## src/ntl_pkg.sv

```systemverilog
package ntl_pkg;

  localparam int unsigned FUNC_W  = 2;
  localparam int unsigned ADDR_W  = 16;
  localparam int unsigned RSSI_W  = 8;
  localparam int unsigned TIME_W  = 32;
  localparam int unsigned COUNT_W = 7;

  localparam logic [TIME_W-1:0] TIMEOUT_RST = 32'd10000;
  localparam logic [TIME_W-1:0] TIME_MAX    = 32'hFFFF_FFFF;

  // Operation codes; code 3 carries no operation
  typedef enum logic [FUNC_W-1:0] {
    FUNC_UPDATE = 2'd0,
    FUNC_QUERY  = 2'd1,
    FUNC_LIST   = 2'd2
  } ntl_func_e;

  typedef struct packed {
    logic [ADDR_W-1:0]        addr;
    logic signed [RSSI_W-1:0] rssi;
    logic [TIME_W-1:0]        stamp;
  } ntl_slot_t;

  typedef struct packed {
    logic req_ready;
    logic load;
    logic step;
    logic push_pend;
    logic push_final;
    logic write;
  } ntl_cmd_t;

  typedef struct packed {
    logic              req_valid;
    logic [FUNC_W-1:0] req_func;
    ntl_func_e         op_func;
    logic              scan_done;
    logic              push_req;
    logic              out_free;
  } ntl_status_t;

endpackage

```

## src/ntl_if.sv

```systemverilog
interface ntl_req_if import ntl_pkg::*; ();
  logic                     valid;
  logic                     ready;
  logic [FUNC_W-1:0]        func;
  logic [ADDR_W-1:0]        addr;
  logic signed [RSSI_W-1:0] rssi;
  logic [TIME_W-1:0]        now_ms;
  logic [COUNT_W-1:0]       max_entries;

  modport source (output valid, func, addr, rssi, now_ms, max_entries, input ready);
  modport sink (input valid, func, addr, rssi, now_ms, max_entries, output ready);
endinterface

interface ntl_rsp_if import ntl_pkg::*; ();
  logic                     valid;
  logic                     ready;
  logic [ADDR_W-1:0]        out_addr;
  logic signed [RSSI_W-1:0] out_rssi;
  logic                     valid_res;
  logic                     last;

  modport source (output valid, out_addr, out_rssi, valid_res, last, input ready);
  modport sink (input valid, out_addr, out_rssi, valid_res, last, output ready);
endinterface

```

## src/ntl_ctrl.sv

```systemverilog
module ntl_ctrl import ntl_pkg::*; (
  input  logic        clk_i,
  input  logic        rst_ni,
  input  ntl_status_t status_i,
  output ntl_cmd_t    cmd_o
);

  typedef enum logic [2:0] {
    ST_IDLE = 3'b001,
    ST_SCAN = 3'b010,
    ST_FIN  = 3'b100
  } ntl_state_e;

  ntl_state_e state_q, state_d;

  always_comb begin
    cmd_o   = '0;
    state_d = state_q;
    unique case (state_q)
      ST_IDLE: begin
        cmd_o.req_ready = 1'b1;
        if (status_i.req_valid) begin
          cmd_o.load = 1'b1;
          unique case (status_i.req_func)
            FUNC_UPDATE, FUNC_QUERY, FUNC_LIST: state_d = ST_SCAN;
            default:                            state_d = ST_IDLE;
          endcase
        end
      end
      ST_SCAN: begin
        if (status_i.scan_done) begin
          state_d = ST_FIN;
        end else begin
          // hold the scan while the held list entry waits on a busy output
          cmd_o.step      = !status_i.push_req || status_i.out_free;
          cmd_o.push_pend = status_i.push_req && status_i.out_free;
        end
      end
      ST_FIN: begin
        unique case (status_i.op_func)
          FUNC_UPDATE: begin
            cmd_o.write = 1'b1;
            state_d     = ST_IDLE;
          end
          FUNC_QUERY, FUNC_LIST: begin
            if (status_i.out_free) begin
              cmd_o.push_final = 1'b1;
              state_d          = ST_IDLE;
            end
          end
          default: state_d = ST_IDLE;
        endcase
      end
      default: state_d = ST_IDLE;
    endcase
  end

  always_ff @(posedge clk_i or negedge rst_ni) begin
    if (!rst_ni) begin
      state_q <= ST_IDLE;
    end else begin
      state_q <= state_d;
    end
  end

endmodule

```

## src/ntl_datapath.sv

```systemverilog
module ntl_datapath import ntl_pkg::*; #(
  parameter int unsigned SLOT_COUNT = 16
) (
  input  logic              clk_i,
  input  logic              rst_ni,
  input  logic              cfg_we_i,
  input  logic [TIME_W-1:0] cfg_wdata_i,
  ntl_req_if.sink           req_i,
  ntl_rsp_if.source         rsp_o,
  input  ntl_cmd_t          cmd_i,
  output ntl_status_t       status_o
);

  localparam int unsigned IDX_W = (SLOT_COUNT > 1) ? $clog2(SLOT_COUNT) : 1;
  localparam int unsigned CNT_W = $clog2(SLOT_COUNT + 1);

  ntl_slot_t          slot_mem_q [SLOT_COUNT];
  logic [SLOT_COUNT-1:0] valid_q;
  logic [TIME_W-1:0]  timeout_q;

  // captured request
  ntl_func_e                func_q;
  logic [ADDR_W-1:0]        addr_q;
  logic signed [RSSI_W-1:0] rssi_q;
  logic [TIME_W-1:0]        now_q;
  logic [COUNT_W-1:0]       maxc_q;

  // scan pipeline
  logic [CNT_W-1:0] rd_idx_q;
  logic [IDX_W-1:0] rd_addr;
  logic             rd_done;
  logic             rd_en;
  ntl_slot_t        rdata_q;
  logic             rvld_q;
  logic [IDX_W-1:0] eval_idx_q;
  logic             eval_vld_q;
  logic             eval_en;

  // scan accumulators
  logic                     match_q;
  logic [IDX_W-1:0]         match_idx_q;
  logic signed [RSSI_W-1:0] match_rssi_q;
  logic                     match_fresh_q;
  logic                     empty_q;
  logic [IDX_W-1:0]         empty_idx_q;
  logic [TIME_W-1:0]        best_q;
  logic [IDX_W-1:0]         victim_q;
  logic                     pending_q;
  logic [ADDR_W-1:0]        pend_addr_q;
  logic signed [RSSI_W-1:0] pend_rssi_q;
  logic [COUNT_W-1:0]       cnt_q;

  // output register
  logic                     rsp_valid_q;
  logic [ADDR_W-1:0]        out_addr_q;
  logic signed [RSSI_W-1:0] out_rssi_q;
  logic                     out_vres_q;
  logic                     out_last_q;

  logic [TIME_W-1:0] age;
  logic              fresh;
  logic              hit;
  logic              list_hit;
  logic              is_list;
  logic              out_free;
  logic              wr_en;
  logic [IDX_W-1:0]  wr_idx;
  ntl_slot_t         wr_data;

  assign rd_addr  = rd_idx_q[IDX_W-1:0];
  assign rd_done  = (rd_idx_q == CNT_W'(SLOT_COUNT));
  assign rd_en    = cmd_i.step && !rd_done;
  assign eval_en  = cmd_i.step && eval_vld_q;

  assign age      = now_q - rdata_q.stamp;
  assign fresh    = (age < timeout_q);
  assign hit      = rvld_q && (rdata_q.addr == addr_q);
  assign is_list  = (func_q == FUNC_LIST);
  assign list_hit = is_list && rvld_q && fresh && (cnt_q < maxc_q);
  assign out_free = !rsp_valid_q || rsp_o.ready;

  // the slot that already holds the address first, then the last empty slot, else the oldest
  assign wr_en   = cmd_i.write && (addr_q != '0);
  assign wr_idx  = match_q ? match_idx_q : (empty_q ? empty_idx_q : victim_q);
  assign wr_data = '{addr: addr_q, rssi: rssi_q, stamp: now_q};

  assign req_i.ready = cmd_i.req_ready;

  assign status_o.req_valid = req_i.valid;
  assign status_o.req_func  = req_i.func;
  assign status_o.op_func   = func_q;
  assign status_o.scan_done = rd_done && !eval_vld_q;
  assign status_o.push_req  = eval_vld_q && list_hit && pending_q;
  assign status_o.out_free  = out_free;

  assign rsp_o.valid     = rsp_valid_q;
  assign rsp_o.out_addr  = out_addr_q;
  assign rsp_o.out_rssi  = out_rssi_q;
  assign rsp_o.valid_res = out_vres_q;
  assign rsp_o.last      = out_last_q;

  always_ff @(posedge clk_i) begin
    if (wr_en) begin
      slot_mem_q[wr_idx] <= wr_data;
    end
    if (rd_en) begin
      rdata_q <= slot_mem_q[rd_addr];
    end
  end

  always_ff @(posedge clk_i or negedge rst_ni) begin
    if (!rst_ni) begin
      timeout_q   <= TIMEOUT_RST;
      valid_q     <= '0;
      rd_idx_q    <= '0;
      eval_vld_q  <= 1'b0;
      match_q     <= 1'b0;
      empty_q     <= 1'b0;
      pending_q   <= 1'b0;
      cnt_q       <= '0;
      maxc_q      <= '0;
      rsp_valid_q <= 1'b0;
    end else begin
      if (cfg_we_i) begin
        timeout_q <= cfg_wdata_i;
      end
      if (wr_en) begin
        valid_q[wr_idx] <= 1'b1;
      end
      if (cmd_i.load) begin
        rd_idx_q   <= '0;
        eval_vld_q <= 1'b0;
        match_q    <= 1'b0;
        empty_q    <= 1'b0;
        pending_q  <= 1'b0;
        cnt_q      <= '0;
        maxc_q     <= req_i.max_entries;
      end else if (cmd_i.step) begin
        if (!rd_done) begin
          rd_idx_q   <= rd_idx_q + CNT_W'(1);
          eval_vld_q <= 1'b1;
        end else begin
          eval_vld_q <= 1'b0;
        end
        if (eval_vld_q) begin
          if (hit) begin
            match_q <= 1'b1;
          end
          if (!rvld_q) begin
            empty_q <= 1'b1;
          end
          if (list_hit) begin
            pending_q <= 1'b1;
            cnt_q     <= cnt_q + COUNT_W'(1);
          end
        end
      end
      if (cmd_i.push_pend || cmd_i.push_final) begin
        rsp_valid_q <= 1'b1;
      end else if (rsp_o.ready) begin
        rsp_valid_q <= 1'b0;
      end
    end
  end

  always_ff @(posedge clk_i) begin
    if (cmd_i.load) begin
      func_q   <= ntl_func_e'(req_i.func);
      addr_q   <= req_i.addr;
      rssi_q   <= req_i.rssi;
      now_q    <= req_i.now_ms;
      best_q   <= TIME_MAX;
      victim_q <= '0;
    end else if (eval_en) begin
      if (hit && !match_q) begin
        match_idx_q   <= eval_idx_q;
        match_rssi_q  <= rdata_q.rssi;
        match_fresh_q <= fresh;
      end
      if (!rvld_q) begin
        empty_idx_q <= eval_idx_q;
      end else if (rdata_q.stamp < best_q) begin
        best_q   <= rdata_q.stamp;
        victim_q <= eval_idx_q;
      end
      if (list_hit) begin
        pend_addr_q <= rdata_q.addr;
        pend_rssi_q <= rdata_q.rssi;
      end
    end
    if (rd_en) begin
      rvld_q     <= valid_q[rd_addr];
      eval_idx_q <= rd_addr;
    end
    if (cmd_i.push_pend) begin
      out_addr_q <= pend_addr_q;
      out_rssi_q <= pend_rssi_q;
      out_vres_q <= 1'b1;
      out_last_q <= 1'b0;
    end else if (cmd_i.push_final) begin
      out_last_q <= 1'b1;
      if (!is_list) begin
        out_addr_q <= addr_q;
        out_rssi_q <= match_q ? match_rssi_q : '0;
        out_vres_q <= match_q && match_fresh_q;
      end else if (pending_q) begin
        out_addr_q <= pend_addr_q;
        out_rssi_q <= pend_rssi_q;
        out_vres_q <= 1'b1;
      end else begin
        out_addr_q <= '0;
        out_rssi_q <= '0;
        out_vres_q <= 1'b0;
      end
    end
  end

  a_write_after_scan: assert property (@(posedge clk_i) disable iff (!rst_ni)
    wr_en |-> rd_done && !eval_vld_q)
    else $error("table write before the scan finished");

  a_count_bound: assert property (@(posedge clk_i) disable iff (!rst_ni)
    cnt_q <= maxc_q)
    else $error("list count exceeds the entry limit");

  a_valid_after_write: assert property (@(posedge clk_i) disable iff (!rst_ni)
    wr_en |=> valid_q[$past(wr_idx)])
    else $error("written slot not marked valid");

  a_pend_not_last: assert property (@(posedge clk_i) disable iff (!rst_ni)
    cmd_i.push_pend |=> rsp_valid_q && !out_last_q && out_vres_q)
    else $error("intermediate list result malformed");

endmodule

```

## src/neighbor_table_lru.sv

```systemverilog
// Sequence: an update, query or list request is accepted while idle, scans every slot, then
//   writes the table (update) or puts the closing result in the output register (query,
//   list) before the block is ready again. A list streams entries as the scan finds them.
// Throughput: one request at a time; the slot scan reads one table entry per cycle through
//   the single read port; a stalled output holds the scan.
// Reset: every slot empty (valid bits cleared), timeout 10000 ms, no result pending.
module neighbor_table_lru import ntl_pkg::*; #(
  parameter int unsigned SLOT_COUNT = 16
) (
  input  logic              clk_i,
  input  logic              rst_ni,
  input  logic              cfg_we_i,
  input  logic [TIME_W-1:0] cfg_wdata_i,
  ntl_req_if.sink           req_i,
  ntl_rsp_if.source         rsp_o
);

  // Command and status between the sequencer and the table datapath
  ntl_cmd_t    cmd;
  ntl_status_t status;

  // Sequencer: accept a request, run the slot scan, then write the table (update)
  // or push the closing result (query, list). Function code 3 is dropped at accept.
  ntl_ctrl u_ctrl (
    .clk_i    (clk_i),
    .rst_ni   (rst_ni),
    .status_i (status),
    .cmd_o    (cmd)
  );

  // Datapath: table memory with per-slot valid bits, the scan pipeline (read one slot into a
  // register, then evaluate it), match / empty / oldest tracking, the one-deep hold
  // for list entries so the final one can be marked last, and the output register.
  ntl_datapath #(
    .SLOT_COUNT (SLOT_COUNT)
  ) u_datapath (
    .clk_i       (clk_i),
    .rst_ni      (rst_ni),
    .cfg_we_i    (cfg_we_i),
    .cfg_wdata_i (cfg_wdata_i),
    .req_i       (req_i),
    .rsp_o       (rsp_o),
    .cmd_i       (cmd),
    .status_o    (status)
  );

endmodule
```

## src/flat_wrapper.sv

```systemverilog
// flat-port wrapper written by rule: the top's interface ports become plain ports
module neighbor_table_lru_flat import ntl_pkg::*;
#(
  parameter int unsigned SLOT_COUNT = 16
)
  (clk_i, rst_ni, cfg_we_i, cfg_wdata_i, req_i_valid, req_i_func, req_i_addr, req_i_rssi, req_i_now_ms, req_i_max_entries, req_i_ready, rsp_o_valid, rsp_o_out_addr, rsp_o_out_rssi, rsp_o_valid_res, rsp_o_last, rsp_o_ready);
  ntl_req_if req_i_i ();
  ntl_rsp_if rsp_o_i ();
  input  logic clk_i;
  input  logic rst_ni;
  input  logic cfg_we_i;
  input  logic [TIME_W-1:0] cfg_wdata_i;
  input wire logic [$bits(req_i_i.valid)-1:0] req_i_valid;
  input wire logic [$bits(req_i_i.func)-1:0] req_i_func;
  input wire logic [$bits(req_i_i.addr)-1:0] req_i_addr;
  input wire logic [$bits(req_i_i.rssi)-1:0] req_i_rssi;
  input wire logic [$bits(req_i_i.now_ms)-1:0] req_i_now_ms;
  input wire logic [$bits(req_i_i.max_entries)-1:0] req_i_max_entries;
  output wire logic [$bits(req_i_i.ready)-1:0] req_i_ready;
  output wire logic [$bits(rsp_o_i.valid)-1:0] rsp_o_valid;
  output wire logic [$bits(rsp_o_i.out_addr)-1:0] rsp_o_out_addr;
  output wire logic [$bits(rsp_o_i.out_rssi)-1:0] rsp_o_out_rssi;
  output wire logic [$bits(rsp_o_i.valid_res)-1:0] rsp_o_valid_res;
  output wire logic [$bits(rsp_o_i.last)-1:0] rsp_o_last;
  input wire logic [$bits(rsp_o_i.ready)-1:0] rsp_o_ready;
  assign req_i_i.valid = req_i_valid;
  assign req_i_i.func = req_i_func;
  assign req_i_i.addr = req_i_addr;
  assign req_i_i.rssi = req_i_rssi;
  assign req_i_i.now_ms = req_i_now_ms;
  assign req_i_i.max_entries = req_i_max_entries;
  assign req_i_ready = req_i_i.ready;
  assign rsp_o_valid = rsp_o_i.valid;
  assign rsp_o_out_addr = rsp_o_i.out_addr;
  assign rsp_o_out_rssi = rsp_o_i.out_rssi;
  assign rsp_o_valid_res = rsp_o_i.valid_res;
  assign rsp_o_last = rsp_o_i.last;
  assign rsp_o_i.ready = rsp_o_ready;
  neighbor_table_lru #(.SLOT_COUNT(SLOT_COUNT)) u_core (.clk_i(clk_i), .rst_ni(rst_ni), .cfg_we_i(cfg_we_i), .cfg_wdata_i(cfg_wdata_i), .req_i(req_i_i), .rsp_o(rsp_o_i));
endmodule
```

## config.mk

```make
export PLATFORM = sky130hd
export DESIGN_NAME = neighbor_table_lru_flat
export DESIGN_NICKNAME = d
export VERILOG_FILES = /design/src/ntl_pkg.sv /design/src/ntl_if.sv /design/src/ntl_ctrl.sv /design/src/ntl_datapath.sv /design/src/neighbor_table_lru.sv /design/src/flat_wrapper.sv
export SDC_FILE = /design/constraint.sdc
export NUM_CORES = 1
export LEC_CHECK = 0
export ABC_AREA = 1
export BUFFER_PORTS_ARGS = -buffer_cell sky130_fd_sc_hd__buf_4
export CORE_ASPECT_RATIO = 0.5
export CORE_UTILIZATION = 30
export CTS_CLUSTER_SIZE = 20
export DETAILED_ROUTE_END_ITERATION = 12
export GPL_TIMING_DRIVEN = 0
export SLEW_MARGIN = 15
export SYNTH_ARGS = -nofsm -noshare
export SYNTH_HDL_FRONTEND = slang
export SYNTH_SLANG_ARGS = --single-unit
```

## constraint.sdc

```tcl
create_clock -name clk_i -period 4.95 [get_ports clk_i]
set_clock_uncertainty 0.2 [all_clocks]
set_input_delay 1.485 -clock clk_i [delete_from_list [all_inputs] [get_ports clk_i]]
set_output_delay 1.485 -clock clk_i [all_outputs]
set_load 0.005 [all_outputs]
```

* Yosys cells after proc, flatten, opt, wreduce, memory -nomap -nowiden
Memory sizes are Yosys's and may differ from the RTL's. A register that Yosys moved wholly into a read port is not among the register bits.
Cells that the tools add are included.
** Storage, ports and cells
- Word-level logic and storage cells :: 155
- Memories :: 1
- Output and inout port bits :: 28
- Bits in registers :: 241
- Bits in writable memories :: 896
** Memory list
- u_core.u_datapath.slot_mem_q :: depth 16, width 56, read ports 1, clocked after Yosys merged registers in 1, write ports 1, RTL line ntl_datapath.sv:17 : ntl_slot_t slot_mem_q [SLOT_COUNT];
** Cells by class
- Bitwise logic cells :: 3
- Muxes and demuxes :: 57
- Add/sub/neg operators :: 3
- Eq/ne operators :: 14
- Reductions and logical operators :: 42
- Magnitude comparators :: 6
** Operators by type and width (number)
- < comparator 32 bit :: 2
- 2-to-1 mux 16 bit :: 4
- 2-to-1 mux 8 bit :: 5
- subtractor 32 bit :: 1
- 2-to-1 mux 7 bit :: 4
- 2-to-1 mux 1 bit :: 27
- AND reduction 3 bit :: 8
- equality test 16 bit :: 1
- bitwise OR 16 bit :: 1
- nonzero test 16 bit :: 1
- 2-to-1 mux 5 bit :: 3
- logical AND 1 bit :: 14
- 2-to-1 mux 3 bit :: 4
- nonzero test 2 bit :: 6
- < comparator 4 x 5 -> 1 bit, second input constant :: 2
- 2-to-1 mux 2 bit :: 5
- case mux 3 bit (3 select lines) :: 1
- 2-to-1 mux 4 bit :: 2
- adder 7 x 1 -> 7 bit, second input constant :: 1
- < comparator 7 bit :: 1
- != test 2 x 1 -> 1 bit, second input constant :: 3
- adder 5 x 1 -> 5 bit, second input constant :: 1
- equality test 5 bit, second input constant :: 1
- zero test 1 bit :: 5
- 16 further kinds :: 22

* Depth between registers and ports, before layout
Gate-level depths: netlist of the first run.
- Depth in word-level cells :: 12
- Mapped depth :: 28
- Mapped depth without buffers :: 28

* Cells and area by module
From an unflattened synthesis of the first run, not the netlist that was laid out.
** Second synthesis, totals
- Cells, all modules :: 4018
- Area total of the unflattened synthesis :: 49143.4 um^2
** Modules (own cells, without submodules)
- ntl_datapath :: seq. area each 34999.8 um^2, times used 1, area an instance 48891.9 um^2, cells each 3979
- ntl_ctrl :: seq. area each 76.3 um^2, times used 1, area an instance 251.5 um^2, cells each 39

* Worst setup path before layout of the first run
No wires, ideal clock.
- Path kind :: register -> register
- From :: reg u_core.u_datapath.now_q[0]
- To :: reg u_core.u_datapath.eval_idx_q[0], enable pin
- Clock period less this slack :: 4635 ps
- Path slack :: 315 ps
- Path buffers :: 0
- Arrival :: 4045 ps
- Stages on the path, launching flop included :: 27
- Cell sequence :: edfxtp_1 > inv_1 > ha_1 > inv_1 > fa_1 > nand3_1 > nand2_1 > a21oi_2 > o21ai_2 > nand3_1 > nand3_1 > nand2_1 > nand2_1 > nand2_1 > nand3_1 > xor2_1 > ha_1 > nand4_1 > nor2_1 > nand2_1 > nor2_1 > a21oi_2 > nand3_1 > nand2_2 > nand2_4 > nand2_4 > inv_2
** Between the ends
- Cells in the longest elaborated chain, start to end :: 11
** Ends and longest elaborated chain
- from (decl) :: RTL line ntl_datapath.sv:25 : logic [TIME_W-1:0] now_q;
- from (signal assigned) :: RTL line ntl_datapath.sv:171 : now_q <= req_i.now_ms;
- subtractor 32 bit :: RTL line ntl_datapath.sv:75 : assign age = now_q - rdata_q.stamp;
- < comparator 32 bit :: RTL line ntl_datapath.sv:76 : assign fresh = (age < timeout_q);
- named net u_core.u_datapath.fresh :: RTL line ntl_datapath.sv:61 : logic fresh;
- logical AND 1 bit (2 in a row) :: RTL line ntl_datapath.sv:79 : assign list_hit = is_list && rvld_q && fresh && (cnt_q < maxc_q);
- logical AND 1 bit (2 in a row) :: RTL line ntl_datapath.sv:93 : assign status_o.push_req = eval_vld_q && list_hit && pending_q;
- zero test 1 bit :: RTL line ntl_ctrl.sv:35 : cmd_o.step = !status_i.push_req || status_i.out_free;
- logical OR 1 bit :: RTL line ntl_ctrl.sv:35
- 2-to-1 mux 2 bit :: RTL line ntl_ctrl.sv:31 : if (status_i.scan_done) begin
- 2-to-1 mux 2 bit :: RTL line ntl_ctrl.sv:19 : unique case (state_q)
- logical AND 1 bit :: RTL line ntl_datapath.sv:72 : assign rd_en = cmd_i.step && !rd_done;
- named net u_core.u_datapath.rd_en :: RTL line ntl_datapath.sv:32 : logic rd_en;
- to (signal assigned) :: RTL line ntl_datapath.sv:193 : eval_idx_q <= rd_addr;
- to (decl) :: RTL line ntl_datapath.sv:35 : logic [IDX_W-1:0] eval_idx_q;
The timed path passes the listed nets, and every way through them passes these cells.
A chain may end at the register's enable or synchronous reset.

* Worst setup path after layout of the first run
- From :: reg u_core.u_datapath.now_q[0]
- To :: reg u_core.u_datapath.best_q[1]
** Between the ends
- Cells in the longest elaborated chain, start to end :: 12
** Ends and longest elaborated chain
- subtractor 32 bit :: RTL line ntl_datapath.sv:75
- < comparator 32 bit :: RTL line ntl_datapath.sv:76
- named net u_core.u_datapath.fresh :: RTL line ntl_datapath.sv:61
- logical AND 1 bit (2 in a row) :: RTL line ntl_datapath.sv:79
- logical AND 1 bit (2 in a row) :: RTL line ntl_datapath.sv:93
- zero test 1 bit :: RTL line ntl_ctrl.sv:35
- logical OR 1 bit :: RTL line ntl_ctrl.sv:35
- 2-to-1 mux 2 bit :: RTL line ntl_ctrl.sv:31
- 2-to-1 mux 2 bit :: RTL line ntl_ctrl.sv:19
- logical AND 1 bit :: RTL line ntl_datapath.sv:73 : assign eval_en = cmd_i.step && eval_vld_q;
- AND reduction 3 bit (no source line)
- to (signal assigned) :: RTL line ntl_datapath.sv:183 : best_q <= rdata_q.stamp;
- to (decl) :: RTL line ntl_datapath.sv:46 : logic [TIME_W-1:0] best_q;
The timed path passes the listed nets, and every way through them passes these cells.

==> results.yml, run 1 <==
run_status:
  status: "finished, violations left"
  violations: "setup timing"
logic_synthesis:
  synth_edf_count: 1080
  yosysWarnings: 0
  synthSimpleGateAreaFrac_pct: 10.7
  synth_xor_area_share_pct: 0.794
  synth_top_area_share_pct: 66.8
  synth_top_family_by_area: "simple AND/OR/NAND/NOR gates"
  synth_area_leader_cell: "edfxtp_1"
  yosys-top-cells-area: "edfxtp_1 67%, o21ai_0 5.6%, nor2_1 4.0%, nand2_1 3.8%, dfrtp_1 3.6%"
  synth_fa_ha_area_share_pct: 2.72
  ys_seq_area_share_pct: 72.3
  synthArstFlopShare_pct: 6.29
  synth-main-ff-cell: "edfxtp_1"
  syn_avg_cell_area_um2: 12.4
  synth.area.mux_share_pct: 0.0232
  synthDistinctLibCells: 52
  synth_compound_area_share_pct: 9.97
  ys_ff_latch: 1193
  synth.cell_area_mm2: 0.0485
  synth_nets: 4122
  synthCells: 3915
timing:
  worst_slew_pin_slew_ps: 1220
  setup_slack_ps: -11.1
  fin_hold_ws_ps: 254
  max_freq_ghz: 0.202
  period_needed_ps: 4960
  hold_violations: 0
  setup_viol: 1
  slew_headroom_pct: 18.7
  tns_ps: -11.1
  slew_violations: 0
  fin_crit_sh_pct: 100
  rsz0062_at_grt: "true"
power:
  clockPowerShare_pct: 28.7
  power.leakage_nw: 20.5
  power-per-cell-area_mw_per_mm2: 532
  switching_power_w: 0.0107
  peakVddDrop_v: 0.000270
  pwr-share-seq_pct: 41.5
  power.share.switching_pct: 34.9
  comb_power_share_pct: 29.7
  power.internal_w: 0.0200
detailed_routing:
  routedWlPerCell_um: 21.1
  drt-initial-drc-count: 3760
  vias: 33100
  drcViolationCount: 0
  wl_um: 138000
  viasPerCell: 5.08
  drtAntennaViolNets: 0
  dr.pass1.iters: 6
floorplan:
  core_mm2: 0.159
  die_area_mm2: 0.163
  fp-row-count: 103
  fp.dieH_um: 286
  io_pins: 130
  die_w_um: 571
  start_util_pct: 30.5
setup_path:
  crit_type: "reg -> reg"
  required_ps: 5320
  cpMostUsedCell: "nand2_1"
  critPathArrivalTime_ps: 5330
  max_stage_delay_ps: 490
  path_max_fanout: 7
  crit_slowest_cell: "edfxtp_1"
  start_kind: "flip-flop"
  critPathCaptureType: "flip-flop"
job:
  max_cap_violations: 0
cells_and_area:
  nets: 4469
  utilization_pct: 36.4
  syn2layout_area_growth_pct: 19.4
  drive_above_1_share_pct: 12.0
  final_cells: 6511
  fillers: 15200
  seqCellArea_mm2: 0.0351
  multiInputGateArea_mm2: 0.0121
clocking:
  cts_tree: "built"
  cts_buffer_depth: 3
  holdBufCountCts: 0
  cts_root_buf: "clkbuf_16"
  cts_sinks: 1193
  htree_num_levels: 3
  clock_latency_ps: 720
  numCtsBuffers: 113
  clk_pin_slew_ps: 60
placement:
  routabilityCongestion: 0.901
  port_buffers: 128
  place_inst: 6233
  place_hpwl_um: 93100
grt:
  grt_util_all_layers_pct: 16.3
  grt_max_degree: 76
  grt_remaining_overflow: 0
  grt_pass1_vias: 32000
  grt_pass1_wl_um: 201000
  antenna_found_initial: 10
min_path:
  hold_class: "reg -> reg"
[per-layer routing]
layer	part of all wire [%]	track usage, %	vias to the layer above
met2	45	25.3	1455
met3	8.4	3.05	233
li1	-	-	14900
met4	3.4	5.98	12
met5	0.053	0	-
met1	43	22.7	16500
[flip-flops by register name, summed over array words and instances (netlist names), 32 cells and up]
name	cells
u_core.u_datapath.best_q	32
u_core.u_datapath.timeout_q	32
u_core.u_datapath.slot_mem_q	896
u_core.u_datapath.rdata_q	56
u_core.u_datapath.now_q	32
[power by group through the flow]
| stage | clock network (W) | registers (W) | logic, W |
|---|---|---|---|
| floorplan | 0 | 0.0128 | 0.00519 |
| global placement | 0 | 0.0132 | 0.00794 |
| detailed placement | 0 | 0.0132 | 0.00820 |
| CTS | 0.00894 | 0.0128 | 0.00874 |
| global route | 0.00934 | 0.0129 | 0.0100 |
| finish | 0.00885 | 0.0128 | 0.00916 |
[synth_stat cells, drive strengths merged, types with 14 or more instances]
cell / n
nand2: 495
dfxtp: 38
nor2: 515
o22ai: 226
xor2: 30
clkbuf: 161
inv: 219
o21ai: 554
ha: 104
dfrtp: 69
a21oi: 78
edfxtp: 1080
nand3: 112
buf: 52
nand4: 98
xnor2: 14
[worst max-delay path, delay by kind of cell, from the launching register on]
kind	cells	cell delay [ps]
flops	1	490
fa+ha+maj	3	850
xor+xnor	1	160
buf+inv	6	790
compound gates	6	1210
simple gates	14	1100
[through the flow]
stage               power [W]  setup WS, ps  area, µm²
floorplan              0.0180           315      48500
global placement       0.0211         -2870      52200
detailed placement     0.0214         -1390      53100
CTS                    0.0305          2.39      57400
global route           0.0322          -135      57900
finish                 0.0308         -11.1      57900
[cells in the final DEF (no fill, tap or decap), types with 97 or more instances in the layout]
master	netlist	routed
o22ai_1	226	226
ha_1	104	100
nor2_1	513	492
o21ai_0	547	544
nand2_1	492	484
nand3_1	111	101
clkbuf_1	161	185
edfxtp_1	1080	1080
nand4_1	97	97
clkbuf_16	0	119
buf_4	3	168
inv_1	214	212
[repair_timing]
item                       4_1_cts  5_1_grt
setup endpoints to repair      181      176
buffers inserted                35       22
resized for setup               32       47
pin swaps                       12       26
gates cloned                     3        7
[path summary, 6_finish.rpt]
path | start | end | slack, ps | cells past startpoint
worst max-delay path | u_core.u_datapath.now_q[0] | u_core.u_datapath.best_q[1] | -10 | 30
worst min-delay path | u_core.u_datapath.rdata_q[37] | u_core.u_datapath.pend_rssi_q[5] | 250 | 0
worst max register to register | u_core.u_datapath.now_q[0] | u_core.u_datapath.best_q[1] | -10 | 30
worst min register to register | u_core.u_datapath.rdata_q[37] | u_core.u_datapath.pend_rssi_q[5] | 250 | 0
max in group asynchronous | rst_ni | u_core.u_datapath.timeout_q[30] | 3290 | 1
min in group asynchronous | rst_ni | u_core.u_ctrl.state_q[1] | 600 | 1
[final cells by class]
type                    instances  share of cell area [%]
repair buffers                228                    4.30
repair inverters                3                  0.0626
flip-flops and latches       1193                    60.6
diodes                          1                 0.00432
inverters                     219                    1.49
multi-input cells            2291                    20.9
well taps                    2152                    4.65
clock inverters                68                    1.27
clock buffers                 143                    5.20
plain buffers                 213                    1.57
[kinds of logic after synthesis]
| logic type | count (synthesis) |
|---|---|
| simple gates | 1250 |
| flops | 1193 |
| compound gates | 890 |
| buf+inv | 432 |
| fa+ha+maj | 105 |
| xor+xnor | 44 |
| mux | 1 |
(Power assumes the default switching activity.)
==> inputs of run 2 (changes only) <==
--- a/config.mk
+++ b/config.mk
@@ -7,7 +7,9 @@
 export LEC_CHECK = 0
 export ABC_AREA = 1
 export BUFFER_PORTS_ARGS = -buffer_cell sky130_fd_sc_hd__buf_4
+export CAP_MARGIN = 20
 export CORE_ASPECT_RATIO = 0.5
+export CORE_MARGIN = 4
 export CORE_UTILIZATION = 30
 export CTS_CLUSTER_SIZE = 20
 export DETAILED_ROUTE_END_ITERATION = 12
@@ -15,4 +17,5 @@
 export SLEW_MARGIN = 15
 export SYNTH_ARGS = -nofsm -noshare
 export SYNTH_HDL_FRONTEND = slang
+export SYNTH_HIERARCHICAL = 1
 export SYNTH_SLANG_ARGS = --single-unit
==> run 2 against run 1 <==
- the run still ends with setup timing left
- clock power barely moved
- count of clock-buffer cells in the layout rose by 1
- first-iteration DRC count fell by 0.24%
- combinational power fell by 2.7%
- largest cell class unchanged
- highest routed layer unchanged
==> results.yml, run 2 <==
run_status:
  status: "finished, violations left"
  violations: "setup timing"
setup_path:
  critPathCaptureType: "flip-flop"
  crit_slowest_cell: "edfxtp_1"
  max_stage_delay_ps: 410
  critPathArrivalTime_ps: 5400
  cpMostUsedCell: "nor2_4"
  path_max_fanout: 8
  crit_type: "reg -> reg"
  required_ps: 5190
  start_kind: "flip-flop"
timing:
  setup_viol: 57
  slew_headroom_pct: 33.0
  fin_crit_sh_pct: 104
  setup_slack_ps: -209
  slew_violations: 0
  fin_hold_ws_ps: 241
  max_freq_ghz: 0.194
  rsz0062_at_grt: "true"
  hold_violations: 0
  worst_slew_pin_slew_ps: 1010
  tns_ps: -5600
  period_needed_ps: 5160
logic_synthesis:
  ys_ff_latch: 1193
  synth-main-ff-cell: "edfxtp_1"
  synth_xor_area_share_pct: 0.677
  synth.area.mux_share_pct: 0.0229
  synth_area_leader_cell: "edfxtp_1"
  synthSimpleGateAreaFrac_pct: 11.1
  synthTopCellsByCount: "1080 x edfxtp_1, 551 x nor2_1, 540 x o21ai_0, 498 x nand2_1, 234 x inv_1"
  synth.cell_area_mm2: 0.0491
  synth_top_area_share_pct: 66.0
  synth_top_family_by_area: "simple AND/OR/NAND/NOR gates"
  synthCells: 4018
  yosys-top-cells-area: "edfxtp_1 66%, o21ai_0 5.5%, nor2_1 4.2%, nand2_1 3.8%, dfrtp_1 3.5%"
  synth_nets: 4224
  synthArstFlopShare_pct: 6.29
  yosysWarnings: 6
  synth_compound_area_share_pct: 10.2
  syn_avg_cell_area_um2: 12.2
  yosysMostFrequentCell: "edfxtp_1"
  synth_edf_count: 1080
  synth_fa_ha_area_share_pct: 2.66
  ys_seq_area_share_pct: 71.4
  synthDistinctLibCells: 54
detailed_routing:
  wl_um: 141000
  dr.pass1.iters: 5
  drcViolationCount: 0
  drt-initial-drc-count: 3751
  drtAntennaViolNets: 0
  routedWlPerCell_um: 21.1
  vias: 33700
  viasPerCell: 5.07
grt:
  grt_util_all_layers_pct: 15.9
  grt_remaining_overflow: 0
  grt_pass1_vias: 32700
  use_met1_pct: 22.3
  grt_util_met2_pct: 25.7
  grt_pass1_wl_um: 208000
  antenna_found_initial: 11
  grt.met3_usage_pct: 2.40
  grt_max_degree: 76
  top_usage_layer: "met2"
cells_and_area:
  nets: 4592
  final_common_cell: "edfxtp_1"
  syn2layout_area_growth_pct: 19.9
  top_register: "u_core/u_datapath/slot_mem_q"
  largestRegisters: "u_core/u_datapath/slot_mem_q x896, u_core/u_datapath/rdata_q x56"
  largest_reg_flops: 896
  design_area_mm2: 0.0589
  drive_above_1_share_pct: 15.6
  layout_common_cells: "1080 x edfxtp_1, 537 x o21ai_0, 517 x nor2_1"
  utilization_pct: 36.4
floorplan:
  io_pins: 130
  core_mm2: 0.162
  start_util_pct: 30.4
  die_w_um: 580
  die_area_mm2: 0.171
  fp-row-count: 104
  fp.dieH_um: 294
power:
  power.leakage_nw: 21.0
  finalPower_w: 0.0303
  power-per-cell-area_mw_per_mm2: 515
  peakVddDrop_v: 0.000281
clocking:
  htree_num_levels: 3
  cts_tree: "built"
  cts_sinks: 1193
  cts_root_buf: "clkbuf_16"
  clock_latency_ps: 730
  numCtsBuffers: 115
  clk_pin_slew_ps: 60
  cts_buffer_depth: 3
  holdBufCountCts: 0
placement:
  placed_area_mm2: 0.0538
  place_hpwl_um: 97700
  port_buffers: 127
  routabilityCongestion: 0.848
min_path:
  hold_class: "reg -> reg"
job:
  max_cap_violations: 0
[run 2: changes by cell type after synthesis, moves of 8 or more]
cell      change
buf_2        +43
buf_4        +10
clkbuf_1     -47
inv_1        +20
inv_2        +10
nand2_2      +30
nand3_1      -36
nand4_1      +15
nor2_1       +38
o21ai_1      +17
o21bai_1      +9
or2_1         +9
or2_2         -8
[run 2: cell type report]
type	count	area [µm²]
fillers	15600	103000
flip-flops and latches	1193	35100
multi-input cells	2360	12700
clock buffers	144	3040
well taps	2173	2720
repair buffers	251	2620
plain buffers	213	1020
inverters	251	965
clock inverters	69	766
repair inverters	1	7.51
diodes	1	2.50
[run 2: final timing paths]
kind	start	to	slack [ps]	cells past startpoint
min in group asynchronous	rst_ni	u_core/u_datapath/maxc_q[5]	480	1
max	u_core/u_datapath/now_q[0]	u_core/u_datapath/match_rssi_q[6]	-210	31
max in group asynchronous	rst_ni	u_core/u_datapath/timeout_q[13]	3360	2
max reg2reg	u_core/u_datapath/now_q[0]	u_core/u_datapath/match_rssi_q[6]	-210	31
min	u_core/u_datapath/rdata_q[35]	u_core/u_datapath/match_rssi_q[3]	240	0
min reg2reg	u_core/u_datapath/rdata_q[35]	u_core/u_datapath/match_rssi_q[3]	240	0
[run 2: metal layers]
| layer | vias up | part of all wire [%] |
|---|---|---|
| met4 | 8 | 2.8 |
| li1 | 15200 | - |
| met2 | 1375 | 46 |
| met3 | 241 | 7.8 |
| met1 | 16900 | 43 |
| met5 | - | 0.039 |
[run 2: report_power, final]
group	switching [W]	total [W]	internal (W)	leakage, nW
Combinational	0.00605	0.00891	0.00287	8.15
Sequential	0.000562	0.0126	0.0120	11.0
Clock	0.00381	0.00885	0.00504	1.84
[run 2: kinds of logic after synthesis]
logic type / count (synthesis)
AOI/OAI and AO/OA: 914
xor gates and xnor gates: 38
adders and majority gates: 104
buffers and inverters: 465
DFF: 1193
muxes: 1
and+or+nand+nor: 1303
[run 2: timing repair]
| action | in CTS | in global routing |
|---|---|---|
| endpoints found under the setup margin | 205 | 199 |
| buffers inserted | 63 | 17 |
| cloned | 0 | 2 |
| pin swaps | 18 | 16 |
| resized for setup | 51 | 88 |
[run 2: critical path, delay by kind of cell, from the launching register on]
kind | cells | cell delay [ps]
simple gates | 14 | 1510
compound gates | 5 | 980
buf+inv | 8 | 810
fa+ha+maj | 3 | 770
flops | 1 | 410
xor+xnor | 1 | 130
[run 2: metrics by stage]
stage	setup WS, ps	std cells
floorplan	-8.01	4018
global placement	-2660	6318
detailed placement	-2820	6360
CTS	-92.8	6634
global route	-339	6655
finish	-209	6656
